File: src/rtl/cfa_pkg.sv
// Shared types and constants for the contiguous fit allocator.
// No dependencies; imported by cfa_fit and contiguous_fit_allocator.
`timescale 1ns / 1ps
`default_nettype none

package cfa_pkg;

    // Operation codes
    localparam logic [1:0] FUNC_ALLOC   = 2'd0;
    localparam logic [1:0] FUNC_RELEASE = 2'd1;
    localparam logic [1:0] FUNC_COMPACT = 2'd2;

    // Fit policies (the unused code behaves as best fit)
    localparam logic [1:0] FIT_FIRST = 2'd0;
    localparam logic [1:0] FIT_BEST  = 2'd1;
    localparam logic [1:0] FIT_WORST = 2'd2;

    // Map entry: bit 8 set means free, else low byte is the owner
    localparam logic [8:0] FREE_MARK = 9'h100;

    localparam logic STATUS_DONE = 1'b0;
    localparam logic STATUS_FAIL = 1'b1;

    typedef struct packed {
        logic [1:0] func;
        logic [1:0] fit_policy;
        logic [7:0] owner_id;
        logic [8:0] request_size;
    } cmd_t;

    typedef struct packed {
        logic       status;
        logic [8:0] region_start;
    } rsp_t;

    // Per-cycle control from the scan sequencer to the run tracker
    typedef struct packed {
        logic clr;    // new item: forget runs and the current pick
        logic vld;    // one map entry arrives this cycle
        logic free;   // that entry is free
        logic flush;  // end of scan: close an open run
    } fit_ctl_t;

endpackage

`default_nettype wire

File: src/rtl/contiguous_fit_allocator.sv
// Top level of the contiguous fit allocator: owner map memory, scan/fill
// sequencer and configuration register. Depends on cfa_pkg and cfa_fit.
`timescale 1ns / 1ps
`default_nettype none

// Contiguous fit allocator. Keeps one owner entry per memory unit in a
// single-port-write / single-port-read synchronous RAM with a registered
// read. A command is taken when start is high and busy is low; busy
// stays high until an allocate, release or compact has put out its result.
// The result is shown on result for exactly one cycle with done high --
// there is no back-pressure, so the receiver must take it in that cycle.
// Work follows the RAM stream, one unit per cycle, with T = total_units:
//   allocate : scan all T units, flush and pick, then on a fit request_size fill writes
//   release  : scan all T units (free entries are written back behind the read)
//   compact  : scan all T units to pack owned units down, then one write per
//              freed unit up to T
//   unused function code: result the cycle after acceptance.
// After reset the RAM is swept to all free, one entry a cycle, and busy is
// high for the whole sweep before the first command; configuration writes
// are accepted throughout. total_units must only be written while idle;
// values above MAX_UNITS saturate to MAX_UNITS.

module contiguous_fit_allocator
    import cfa_pkg::*;
#(
    parameter int MAX_UNITS = 256
) (
    input  wire        clk,
    input  wire        rst_n,
    input  wire        start,
    output logic       busy,
    input  cmd_t       cmd,
    input  wire        cfg_we,
    input  wire  [8:0] cfg_wdata,
    output logic       done,
    output rsp_t       result
);

    // address width, and counter width that holds total_units itself
    localparam int AW      = $clog2(MAX_UNITS);
    localparam int CW0     = $clog2(MAX_UNITS + 1);
    localparam int LW      = (CW0 > 9) ? CW0 : 9;
    localparam int TOT_RST = (MAX_UNITS < 256) ? MAX_UNITS : 256;

    typedef enum logic [2:0] {
        ST_CLEAR,
        ST_IDLE,
        ST_SCAN,
        ST_FLUSH,
        ST_DECIDE,
        ST_FILL
    } state_t;

    state_t        state_reg, state_next;
    logic [AW-1:0] clr_reg, clr_next;      // reset sweep address
    cmd_t          req_reg, req_next;      // item being worked on
    logic [LW-1:0] ri_reg, ri_next;        // next unit to read
    logic          dv_reg, dv_next;        // read data valid this cycle
    logic [LW-1:0] di_reg, di_next;        // unit of the read data
    logic [LW-1:0] wp_reg, wp_next;        // compact write pointer
    logic [LW-1:0] fp_reg, fp_next;        // fill pointer
    logic [LW-1:0] fe_reg, fe_next;        // fill end (exclusive)
    logic [LW-1:0] tot_reg;
    logic          done_reg, done_next;
    rsp_t          rsp_reg, rsp_next;

    // owner map
    logic [8:0]    mem [MAX_UNITS];
    logic [8:0]    mem_q_reg;
    logic          mem_re, mem_we;
    logic [AW-1:0] mem_ra, mem_wa;
    logic [8:0]    mem_wd;

    fit_ctl_t      fit_ctl;
    logic          fit_found;
    logic [LW-1:0] fit_start;
    logic [LW-1:0] cfg_x;

    cfa_fit #(
        .LW (LW)
    ) u_fit (
        .clk        (clk),
        .rst_n      (rst_n),
        .ctl        (fit_ctl),
        .idx        (di_reg),
        .policy     (req_reg.fit_policy),
        .size       (req_reg.request_size),
        .found      (fit_found),
        .best_start (fit_start)
    );

    // configuration register with saturation at the store depth
    assign cfg_x = LW'(cfg_wdata);

    always_ff @(posedge clk or negedge rst_n)
    begin
        if (!rst_n)
        begin
            tot_reg <= LW'(TOT_RST);
        end
        else if (cfg_we)
        begin
            tot_reg <= (cfg_x > LW'(MAX_UNITS)) ? LW'(MAX_UNITS) : cfg_x;
        end
    end

    // sequencer
    always_comb
    begin
        state_next = state_reg;
        clr_next   = clr_reg;
        req_next   = req_reg;
        ri_next    = ri_reg;
        dv_next    = 1'b0;
        di_next    = di_reg;
        wp_next    = wp_reg;
        fp_next    = fp_reg;
        fe_next    = fe_reg;
        done_next  = 1'b0;
        rsp_next   = rsp_reg;
        mem_re     = 1'b0;
        mem_ra     = ri_reg[AW-1:0];
        mem_we     = 1'b0;
        mem_wa     = fp_reg[AW-1:0];
        mem_wd     = FREE_MARK;
        fit_ctl    = '0;

        case (state_reg)
            ST_CLEAR:
            begin
                mem_we   = 1'b1;
                mem_wa   = clr_reg;
                clr_next = clr_reg + AW'(1);
                if (clr_reg == AW'(MAX_UNITS - 1))
                begin
                    state_next = ST_IDLE;
                end
            end

            ST_IDLE:
            begin
                if (start)
                begin
                    req_next    = cmd;
                    ri_next     = '0;
                    wp_next     = '0;
                    fit_ctl.clr = 1'b1;
                    if (cmd.func == FUNC_ALLOC || cmd.func == FUNC_RELEASE ||
                        cmd.func == FUNC_COMPACT)
                    begin
                        state_next = ST_SCAN;
                    end
                    else
                    begin
                        // unused code: nothing changes
                        done_next = 1'b1;
                        rsp_next  = '0;
                    end
                end
            end

            ST_SCAN:
            begin
                // stream reads one unit a cycle
                if (ri_reg < tot_reg)
                begin
                    mem_re  = 1'b1;
                    ri_next = ri_reg + LW'(1);
                    dv_next = 1'b1;
                    di_next = ri_reg;
                end
                // handle the entry read last cycle; writes stay behind reads
                if (dv_reg)
                begin
                    case (req_reg.func)
                        FUNC_ALLOC:
                        begin
                            fit_ctl.vld  = 1'b1;
                            fit_ctl.free = mem_q_reg[8];
                        end
                        FUNC_RELEASE:
                        begin
                            if (mem_q_reg == {1'b0, req_reg.owner_id})
                            begin
                                mem_we = 1'b1;
                                mem_wa = di_reg[AW-1:0];
                                mem_wd = FREE_MARK;
                            end
                        end
                        default:
                        begin
                            // compact: pack owned entries down in order
                            if (!mem_q_reg[8])
                            begin
                                mem_we  = 1'b1;
                                mem_wa  = wp_reg[AW-1:0];
                                mem_wd  = mem_q_reg;
                                wp_next = wp_reg + LW'(1);
                            end
                        end
                    endcase
                end
                if (ri_reg == tot_reg && !dv_reg)
                begin
                    case (req_reg.func)
                        FUNC_ALLOC:
                        begin
                            state_next = ST_FLUSH;
                        end
                        FUNC_RELEASE:
                        begin
                            state_next = ST_IDLE;
                            done_next  = 1'b1;
                            rsp_next   = '0;
                        end
                        default:
                        begin
                            // free the tail above the packed units
                            fp_next               = wp_reg;
                            fe_next               = tot_reg;
                            rsp_next.status       = STATUS_DONE;
                            rsp_next.region_start = wp_reg[8:0];
                            state_next            = ST_FILL;
                        end
                    endcase
                end
            end

            ST_FLUSH:
            begin
                fit_ctl.flush = 1'b1;
                state_next    = ST_DECIDE;
            end

            ST_DECIDE:
            begin
                if (fit_found)
                begin
                    fp_next               = fit_start;
                    fe_next               = fit_start + LW'(req_reg.request_size);
                    rsp_next.status       = STATUS_DONE;
                    rsp_next.region_start = fit_start[8:0];
                    state_next            = ST_FILL;
                end
                else
                begin
                    rsp_next.status       = STATUS_FAIL;
                    rsp_next.region_start = '0;
                    done_next             = 1'b1;
                    state_next            = ST_IDLE;
                end
            end

            ST_FILL:
            begin
                if (fp_reg < fe_reg)
                begin
                    mem_we  = 1'b1;
                    mem_wa  = fp_reg[AW-1:0];
                    mem_wd  = (req_reg.func == FUNC_ALLOC) ? {1'b0, req_reg.owner_id}
                                                           : FREE_MARK;
                    fp_next = fp_reg + LW'(1);
                end
                else
                begin
                    done_next  = 1'b1;
                    state_next = ST_IDLE;
                end
            end

            default:
            begin
                state_next = ST_IDLE;
            end
        endcase
    end

    always_ff @(posedge clk or negedge rst_n)
    begin
        if (!rst_n)
        begin
            state_reg <= ST_CLEAR;
            clr_reg   <= '0;
            ri_reg    <= '0;
            dv_reg    <= 1'b0;
            di_reg    <= '0;
            wp_reg    <= '0;
            fp_reg    <= '0;
            fe_reg    <= '0;
            done_reg  <= 1'b0;
        end
        else
        begin
            state_reg <= state_next;
            clr_reg   <= clr_next;
            ri_reg    <= ri_next;
            dv_reg    <= dv_next;
            di_reg    <= di_next;
            wp_reg    <= wp_next;
            fp_reg    <= fp_next;
            fe_reg    <= fe_next;
            done_reg  <= done_next;
        end
    end

    // payload registers
    always_ff @(posedge clk)
    begin
        req_reg <= req_next;
        rsp_reg <= rsp_next;
    end

    // owner map RAM: one write and one registered read per cycle
    always_ff @(posedge clk)
    begin
        if (mem_we)
        begin
            mem[mem_wa] <= mem_wd;
        end
        if (mem_re)
        begin
            mem_q_reg <= mem[mem_ra];
        end
    end

    assign busy   = (state_reg != ST_IDLE);
    assign done   = done_reg;
    assign result = rsp_reg;

    // no RAM write while idle
    a_idle_no_write: assert property (@(posedge clk) disable iff (!rst_n)
        (state_reg == ST_IDLE) |-> !mem_we)
        else $error("map written while idle");

    // compaction never writes ahead of the entry being examined
    a_compact_behind: assert property (@(posedge clk) disable iff (!rst_n)
        (state_reg == ST_SCAN && dv_reg && req_reg.func == FUNC_COMPACT) |->
        (wp_reg <= di_reg))
        else $error("compact write pointer overtook read");

    // fills stay inside the units in use
    a_fill_bounds: assert property (@(posedge clk) disable iff (!rst_n)
        (state_reg == ST_FILL) |-> (fe_reg <= tot_reg && fp_reg <= fe_reg))
        else $error("fill outside units in use");

    // a failed allocate reports region 0
    a_fail_zero: assert property (@(posedge clk) disable iff (!rst_n)
        (done_reg && rsp_reg.status == STATUS_FAIL) |-> (rsp_reg.region_start == '0))
        else $error("failed allocate with nonzero region");

    // an accepted real command keeps the block busy
    a_busy_after_start: assert property (@(posedge clk) disable iff (!rst_n)
        (start && !busy && (cmd.func == FUNC_ALLOC || cmd.func == FUNC_RELEASE ||
         cmd.func == FUNC_COMPACT)) |=> (busy && !done))
        else $error("command accepted without going busy");

endmodule

`default_nettype wire

File: src/rtl/cfa_fit.sv
// Free-run tracker: follows runs of free units in scan order and keeps
// the pick for first, best or worst fit. Depends on cfa_pkg.
`timescale 1ns / 1ps
`default_nettype none

module cfa_fit
    import cfa_pkg::*;
#(
    parameter int LW = 9
) (
    input  wire             clk,
    input  wire             rst_n,
    input  fit_ctl_t        ctl,
    input  wire  [LW-1:0]   idx,
    input  wire  [1:0]      policy,
    input  wire  [8:0]      size,
    output logic            found,
    output logic [LW-1:0]   best_start
);

    logic          in_run_reg, in_run_next;
    logic [LW-1:0] cur_start_reg, cur_start_next;
    logic [LW-1:0] cur_len_reg, cur_len_next;
    logic          fnd_reg, fnd_next;
    logic [LW-1:0] best_s_reg, best_s_next;
    logic [LW-1:0] best_len_reg, best_len_next;

    logic [LW-1:0] size_x;
    logic          close_run;
    logic          fits;
    logic          take;

    assign size_x    = LW'(size);
    assign close_run = in_run_reg && ((ctl.vld && !ctl.free) || ctl.flush);
    assign fits      = cur_len_reg >= size_x;

    always_comb
    begin
        case (policy)
            FIT_FIRST: take = fits && !fnd_reg;
            FIT_WORST: take = cur_len_reg > best_len_reg;
            default:   take = fits && (!fnd_reg || cur_len_reg < best_len_reg);
        endcase
    end

    always_comb
    begin
        in_run_next    = in_run_reg;
        cur_start_next = cur_start_reg;
        cur_len_next   = cur_len_reg;
        fnd_next       = fnd_reg;
        best_s_next    = best_s_reg;
        best_len_next  = best_len_reg;
        if (ctl.clr)
        begin
            in_run_next   = 1'b0;
            cur_len_next  = '0;
            fnd_next      = 1'b0;
            best_s_next   = '0;
            best_len_next = '0;
        end
        else
        begin
            if (close_run && take)
            begin
                fnd_next      = 1'b1;
                best_s_next   = cur_start_reg;
                best_len_next = cur_len_reg;
            end
            if (ctl.vld)
            begin
                if (ctl.free)
                begin
                    if (in_run_reg)
                    begin
                        cur_len_next = cur_len_reg + LW'(1);
                    end
                    else
                    begin
                        in_run_next    = 1'b1;
                        cur_start_next = idx;
                        cur_len_next   = LW'(1);
                    end
                end
                else
                begin
                    in_run_next = 1'b0;
                end
            end
            if (ctl.flush)
            begin
                in_run_next = 1'b0;
            end
        end
    end

    always_ff @(posedge clk or negedge rst_n)
    begin
        if (!rst_n)
        begin
            in_run_reg    <= 1'b0;
            cur_start_reg <= '0;
            cur_len_reg   <= '0;
            fnd_reg       <= 1'b0;
            best_s_reg    <= '0;
            best_len_reg  <= '0;
        end
        else
        begin
            in_run_reg    <= in_run_next;
            cur_start_reg <= cur_start_next;
            cur_len_reg   <= cur_len_next;
            fnd_reg       <= fnd_next;
            best_s_reg    <= best_s_next;
            best_len_reg  <= best_len_next;
        end
    end

    // worst fit only learns at the end whether the largest run is enough
    assign found      = fnd_reg && ((policy != FIT_WORST) || (best_len_reg >= size_x));
    assign best_start = best_s_reg;

    // a kept pick is never an empty run
    a_pick_nonempty: assert property (@(posedge clk) disable iff (!rst_n)
        fnd_reg |-> (best_len_reg != '0))
        else $error("fit pick with zero length");

    // an open run always has at least one unit
    a_run_nonempty: assert property (@(posedge clk) disable iff (!rst_n)
        in_run_reg |-> (cur_len_reg != '0))
        else $error("open run with zero length");

    // a reported fit is large enough for the request
    a_found_fits: assert property (@(posedge clk) disable iff (!rst_n)
        found |-> (best_len_reg >= size_x))
        else $error("reported fit smaller than request");

endmodule

`default_nettype wire
File: config.mk
export PLATFORM = sky130hd
export DESIGN_NAME = contiguous_fit_allocator
export DESIGN_NICKNAME = d
export VERILOG_FILES = /design/src/rtl/cfa_pkg.sv /design/src/rtl/contiguous_fit_allocator.sv /design/src/rtl/cfa_fit.sv
export SDC_FILE = /design/constraint.sdc
export NUM_CORES = 2
export LEC_CHECK = 0
export BUFFER_PORTS_ARGS = -buffer_cell sky130_fd_sc_hd__buf_2
export CAP_MARGIN = 20
export CORE_MARGIN = 2
export CORE_UTILIZATION = 25
export DETAILED_ROUTE_END_ITERATION = 10
export PLACE_DENSITY = 0.34
export SETUP_SLACK_MARGIN = 0.15
export SLEW_MARGIN = 20
export SYNTH_ARGS = -nofsm -noshare
export SYNTH_HDL_FRONTEND = slang
export SYNTH_HIERARCHICAL = 1
export SYNTH_SLANG_ARGS = --single-unit
export TNS_END_PERCENT = 100
File: constraint.sdc
create_clock -name clk -period 24.5 [get_ports clk]
set_clock_uncertainty 0.15 [all_clocks]
set_input_delay 1.225 -clock clk [delete_from_list [all_inputs] [get_ports clk]]
set_output_delay 1.225 -clock clk [all_outputs]
set_load 0.02 [all_outputs]
# Yosys cells after proc, flatten, opt, wreduce, memory -nomap -nowiden
# Memories as Yosys holds them, arrays and structs flattened. A register that Yosys moved wholly into a read port is not among the register bits.
# Cells that the tools add are included.
[totals] output_inout_bits=12 register_bits=136 inputBits=34 n_memories=1 wordCells=183 mem_bits_rw=2304
[mem_list] memory="mem" depth=256 width=9 rd=1 rd_ports_with_merged_regs=1 write_ports=1 line="contiguous_fit_allocator.sv:68" rtl="logic [8:0] mem [MAX_UNITS];"
[op_classes] magnitude_cmp=7 n_mux=80 bitwise=2 reduce_logical=38 addsub=6 eq_ne=27
[op_table] cell="$mux W9" n=26
[op_table] cell="$pmux W9 S2" n=4
[op_table] cell="$mux W10" n=4
[op_table] cell="$add A9 B1 Y9 const B" n=4
[op_table] cell="$pmux W8 S2" n=2
[op_table] cell="$pmux W10 S3" n=1
[op_table] cell="$ne A2 B2 Y1 const B" n=14
[op_table] cell="$lt A9 B9 Y1" n=3
[op_table] cell="$pmux W9 S3" n=1
[op_table] cell="$mux W8" n=3
[op_table] cell="$mux W1" n=23
[op_table] cell="$pmux W10 S2" n=1
[op_table] cell="$reduce_and A5 Y1" n=4
[op_table] cell="$ge A9 B9 Y1" n=2
[op_table] cell="$mux W3" n=6
[op_table] cell="$pmux W3 S6" n=1
[op_table] cell="$reduce_bool A2 Y1" n=5
[op_table] cell="$add A9 B9 Y9" n=1
[op_table] cell="$eq A9 B8 Y1" n=1
[op_table] cell="$eq A9 B9 Y1" n=1
[op_table] cell="$gt A9 B9 Y1" n=1
[op_table] cell="$gt A9 B9 Y1 const B" n=1
[op_table] cell="$reduce_bool A3 Y1" n=3
[op_table] cell="$add A8 B1 Y8 const B" n=1
[op_table] cell="other kinds (22)" n=47

# Longest topological paths before layout
[logic_depth] depth_word=11 depth_mapped=15 depth_no_buf=13

# Modules after synthesis
# The synthesis kept the hierarchy.
[by_module_without_submodules] module="contiguous_fit_allocator" cells_per_inst=4664 area_each_um2=95008.6 instances=1
[by_module_without_submodules] module="cfa_fit" cells_per_inst=258 area_each_um2=2537.4 instances=1

# Worst setup path after synthesis
# OpenSTA, ideal clock, no wires.
[synth_path] kind="reg-to-reg" startpoint="reg state_reg[1]" endpoint="mem mem[0][8], data pin" t_required_ps=22957 arrival_time_ps=7327 path_slack_ps=15630 path_buffers=2 path_stages_with_launch=10 path_cell_list="dfrtp_1 -> buf_4 -> nand2b_1 -> clkbuf_1 -> nor2_1 -> nand2_1 -> o22ai_1 -> nor2_1 -> nor3_2 -> nor2_1"
[synth_between] elab_chain_cells=2 word_cells_on_any_way=3 classes_between="eq/ne: 2; mux: 1"
[synth_lines] item="start: declaration" line="contiguous_fit_allocator.sv:54" rtl="state_t state_reg, state_next;"
[synth_lines] item="start signal: assignment" line="contiguous_fit_allocator.sv:294" rtl="state_reg <= state_next;"
[synth_lines] item="$eq A3 B3 Y1 / $eq A3 B2 Y1 (equally long branches)" line="contiguous_fit_allocator.sv:128" rtl="case (state_reg)"
[synth_lines] item="$pmux W9 S2 *" line="contiguous_fit_allocator.sv:128"
[synth_lines] item="via mem_wd[8]" line="contiguous_fit_allocator.sv:72" rtl="logic [8:0] mem_wd;"
[synth_lines] item="end: declaration" line="contiguous_fit_allocator.sv:68"
# The timed path passes the listed nets; every way through them passes the cells marked *.

# Worst setup path after layout
[layout_path] startpoint="reg ri_reg[0]" endpoint="reg mem_q_reg[8], read port of mem, data pin"
[layout_between] elab_chain_cells=3
[layout_lines] item="start: declaration" line="contiguous_fit_allocator.sv:57" rtl="logic [LW-1:0] ri_reg, ri_next;"
[layout_lines] item="start signal: assignment" line="contiguous_fit_allocator.sv:296" rtl="ri_reg <= ri_next;"
[layout_lines] item="$lt A9 B9 Y1" line="contiguous_fit_allocator.sv:165" rtl="if (ri_reg < tot_reg)"
[layout_lines] item="$mux W1" line="contiguous_fit_allocator.sv:165"
[layout_lines] item="$mux W1" line="contiguous_fit_allocator.sv:128"
[layout_lines] item="end: declaration" line="contiguous_fit_allocator.sv:69" rtl="logic [8:0] mem_q_reg;"
# Parallel ways exist; a longest one is shown, timed or not.
# A chain may end at the register's enable or synchronous reset.

==> results.toml <==
[floorplanning]
fp-row-count = 229
start_util_pct = 25.1
ioPinCount = 46
coreArea_sq_um = 389000
die_h_um = 629
die-area_sq_um = 395000
dieWidth_um = 629

[synth]
yosysTopAreaCell = "edfxtp_1"
synth_common_cells = "edfxtp_1 (2344), mux4_2 (540), nor2_1 (353), mux2i_1 (158), clkbuf_1 (126)"
syn_inst = 4922
synth_nets = 5014
synth-xor-area-share_pct = 0.296
yosysMostFrequentCell = "edfxtp_1"
synth-seq-cells = 2449
ys.flop_type = "edfxtp_1"
synth_top_area_share_pct = 72.2
yosysWarnings = 6
synth_compound_area_share_pct = 4.19
synth.area.mux_share_pct = 14.5
synth_edf_count = 2344
syn_area_sq_um = 97500
yosys.area_share.simple_pct = 3.61
ys_types = 88
yosysSeqAreaShare_pct = 74.9
synth_area_leaders = "edfxtp_1 (72%), mux4_2 (12%), dfrtp_1 (2.7%)"
synth_top_family_by_area = "multiplexers"
synth_adder_area_share_pct = 0.752
synth-async-reset-ratio_pct = 4.29
avgSynthCellArea_sq_um = 19.8

[timing]
max_slew.worst_pin.slew_ps = 1270
setup_viol = 0
min_period_ps = 7140
max_freq_mhz = 140
finalHoldViolations = 0
whs_ps = 234
slew_headroom_pct = 14.5
drv_slew = 0
rsz0062_at_grt = "no"
setup_slack_ps = 17360
fin_crit_sh_pct = 29.1
setup-tns-final_ps = 0

[outcome]
failed_checks = "DRC"
run_status = "complete, but fails checks"

[place]
portBuffers = 45
dp.cells = 10000
dp_hpwl_um = 201000
pre_cts_slack_ps = 17000
place_congestion = 0.774

[clock_network]
cts_tree = "done"
cts_sinks = 2449
clock_path_buffers = 4
cts_root_buf = "clkbuf_16"
worstSkewPairLatency_ps = 910
hold_buffers = 0
htreeDepth = 5
cts_buffers = 298
postCtsSetupBuffers = 0
clk_pin_slew_ps = 60
ctsResizeCount = 0

[detailed_routing]
drt_pass1_iterations = 8
routed_wl_um = 332000
drtAntennaViolNets = 0
drtIter0Drc = 4335
post_drt_wl_per_cell_um = 31.4
via_per_inst = 4.69
vias = 49700
route.detailed.drc = 16

[finish]
drive_above_1_share_pct = 24.9
largest_reg_flops = 2304
layout.cells.non_filler = 10600
area_growth_pct = 16.7
nNetsFinal = 5248

[power]
power_leakage_nw = 37.6
power_density_nw_per_um2 = 92.3
ir_worst_vdd_mv = 0.0684

[global_routing]
grt_pass1_wl_um = 454000
use_met1_pct = 22.7
grt_pass1_vias = 51400
use_met2_pct = 27.4
overflow = 0
antenna_found_initial = 21
grt_max_degree = 181
met3_usage_pct = 2.47
grt_usage_pct = 16.5
busiest_layer = "met2"

[hold_path]
hp-class = "input port to async pin"

[setup_path]
crit_arrival_ps = 7620
crit_fanout = 36
start_kind = "flip-flop"
required_ps = 24980
crit_path_end_kind = "flip-flop"
rrSetupSlack_ps = 17360
path_class = "flip-flop to flip-flop"

[run]
drv_cap = 0
==> cell usage in the layout, fill, tap and decap left out, types with 12 or more instances in the layout <==
master and n:
a221oi_1 50, o22ai_1 39, nand4_1 18, a21oi_1 110, nor2_2 61, buf_4 161, or2b_2 12, clkinv_2 35
mux2_2 34, dfrtp_1 98, nor2b_1 14, mux4_2 540, clkbuf_1 83, a211oi_1 34, a22o_1 51, nor3_1 26
a22oi_1 80, nand2b_1 46, buf_2 44, inv_1 55, nor2_1 290, nand4_2 13, nand2_1 115, clkbuf_16 306
ha_1 57, bufinv_16 17, mux2i_1 158, nand3_1 34, clkinv_1 56, edfxtp_1 2344, o21ai_0 85, o221ai_1 30
a31oi_1 20, xnor2_1 22
==> stage by stage <==
stage          power [mW]  util [%]  cell area [sq um]
2_1_floorplan        5.77         -              97500
3_3_place_gp         6.36      26.8             104000
3_5_place_dp         6.37      26.9             104000
4_1_cts              10.7      29.2             114000
5_1_grt              10.9      29.3             114000
6_report             10.5      29.3             114000
==> kinds of logic (layout without fill, tap and decap cells) <==
kind of cell | count (synthesis) | after routing
XOR/XNOR | 33 | 33
buffers and inverters | 343 | 807
multiplexers | 732 | 732
AO/OA/AOI/OAI | 586 | 586
AND/OR/NAND/NOR | 721 | 721
other | 0 | 8
adder cells (fa/ha/maj) | 58 | 58
flip-flops | 2449 | 2449
==> worst max-delay path, cell delays in order (launching register included) <==
cell and delay (ps):
dfrtp_4 810, buf_4 680, buf_4 750, buf_4 690, buf_4 740, buf_4 550
mux4_2 560, a22o_1 240, a221oi_1 500, o22ai_1 320, o21ai_0 560, nand3_1 150
==> power breakdown <==
group	internal (mW)	switching, mW	total (mW)
Combinational	0.539	0.985	1.52
Sequential	4.64	0.0690	4.71
Clock	2.48	1.80	4.28
==> routing by layer <==
metal | vias up | wire length (um) | share of wire [%]
met1 | 27300 | 150000 | 45
met2 | 1230 | 160000 | 48
met4 | 0 | 7880 | 2.4
li1 | 20800 | - | -
met5 | - | 0 | 0
met3 | 374 | 14200 | 4.3
==> area by class of cell <==
| cell class | count | area, sq um |
|---|---|---|
| Fill cell | 38200 | 275000 |
| Sequential cell | 2449 | 73000 |
| Multi-Input combinational cell | 2130 | 23100 |
| Clock buffer | 390 | 7980 |
| Tap cell | 5197 | 6500 |
| Timing Repair Buffer | 220 | 1700 |
| Clock inverter | 140 | 1290 |
| Inverter | 57 | 219 |
| Antenna cell | 8 | 20.0 |
==> path summary, 6_finish.rpt <==
| check | to | cells after the start | start |
|---|---|---|---|
| min in group clk | req_reg[17]$_DFFE_PP_ | 1 | cmd[17] |
| max in group asynchronous | ri_reg[4]$_DFFE_PN0P_ | 2 | rst_n |
| min reg2reg | fe_reg[5]$_DFFE_PN0P_ | 2 | fe_reg[5]$_DFFE_PN0P_ |
| max reg2reg | mem_q_reg[8]$_DFFE_PP_ | 11 | ri_reg[0]$_DFFE_PN0P_ |
| max | mem_q_reg[8]$_DFFE_PP_ | 11 | ri_reg[0]$_DFFE_PN0P_ |
| min | fp_reg[7]$_DFFE_PN0P_ | 1 | rst_n |
(Power assumes the default switching activity.)
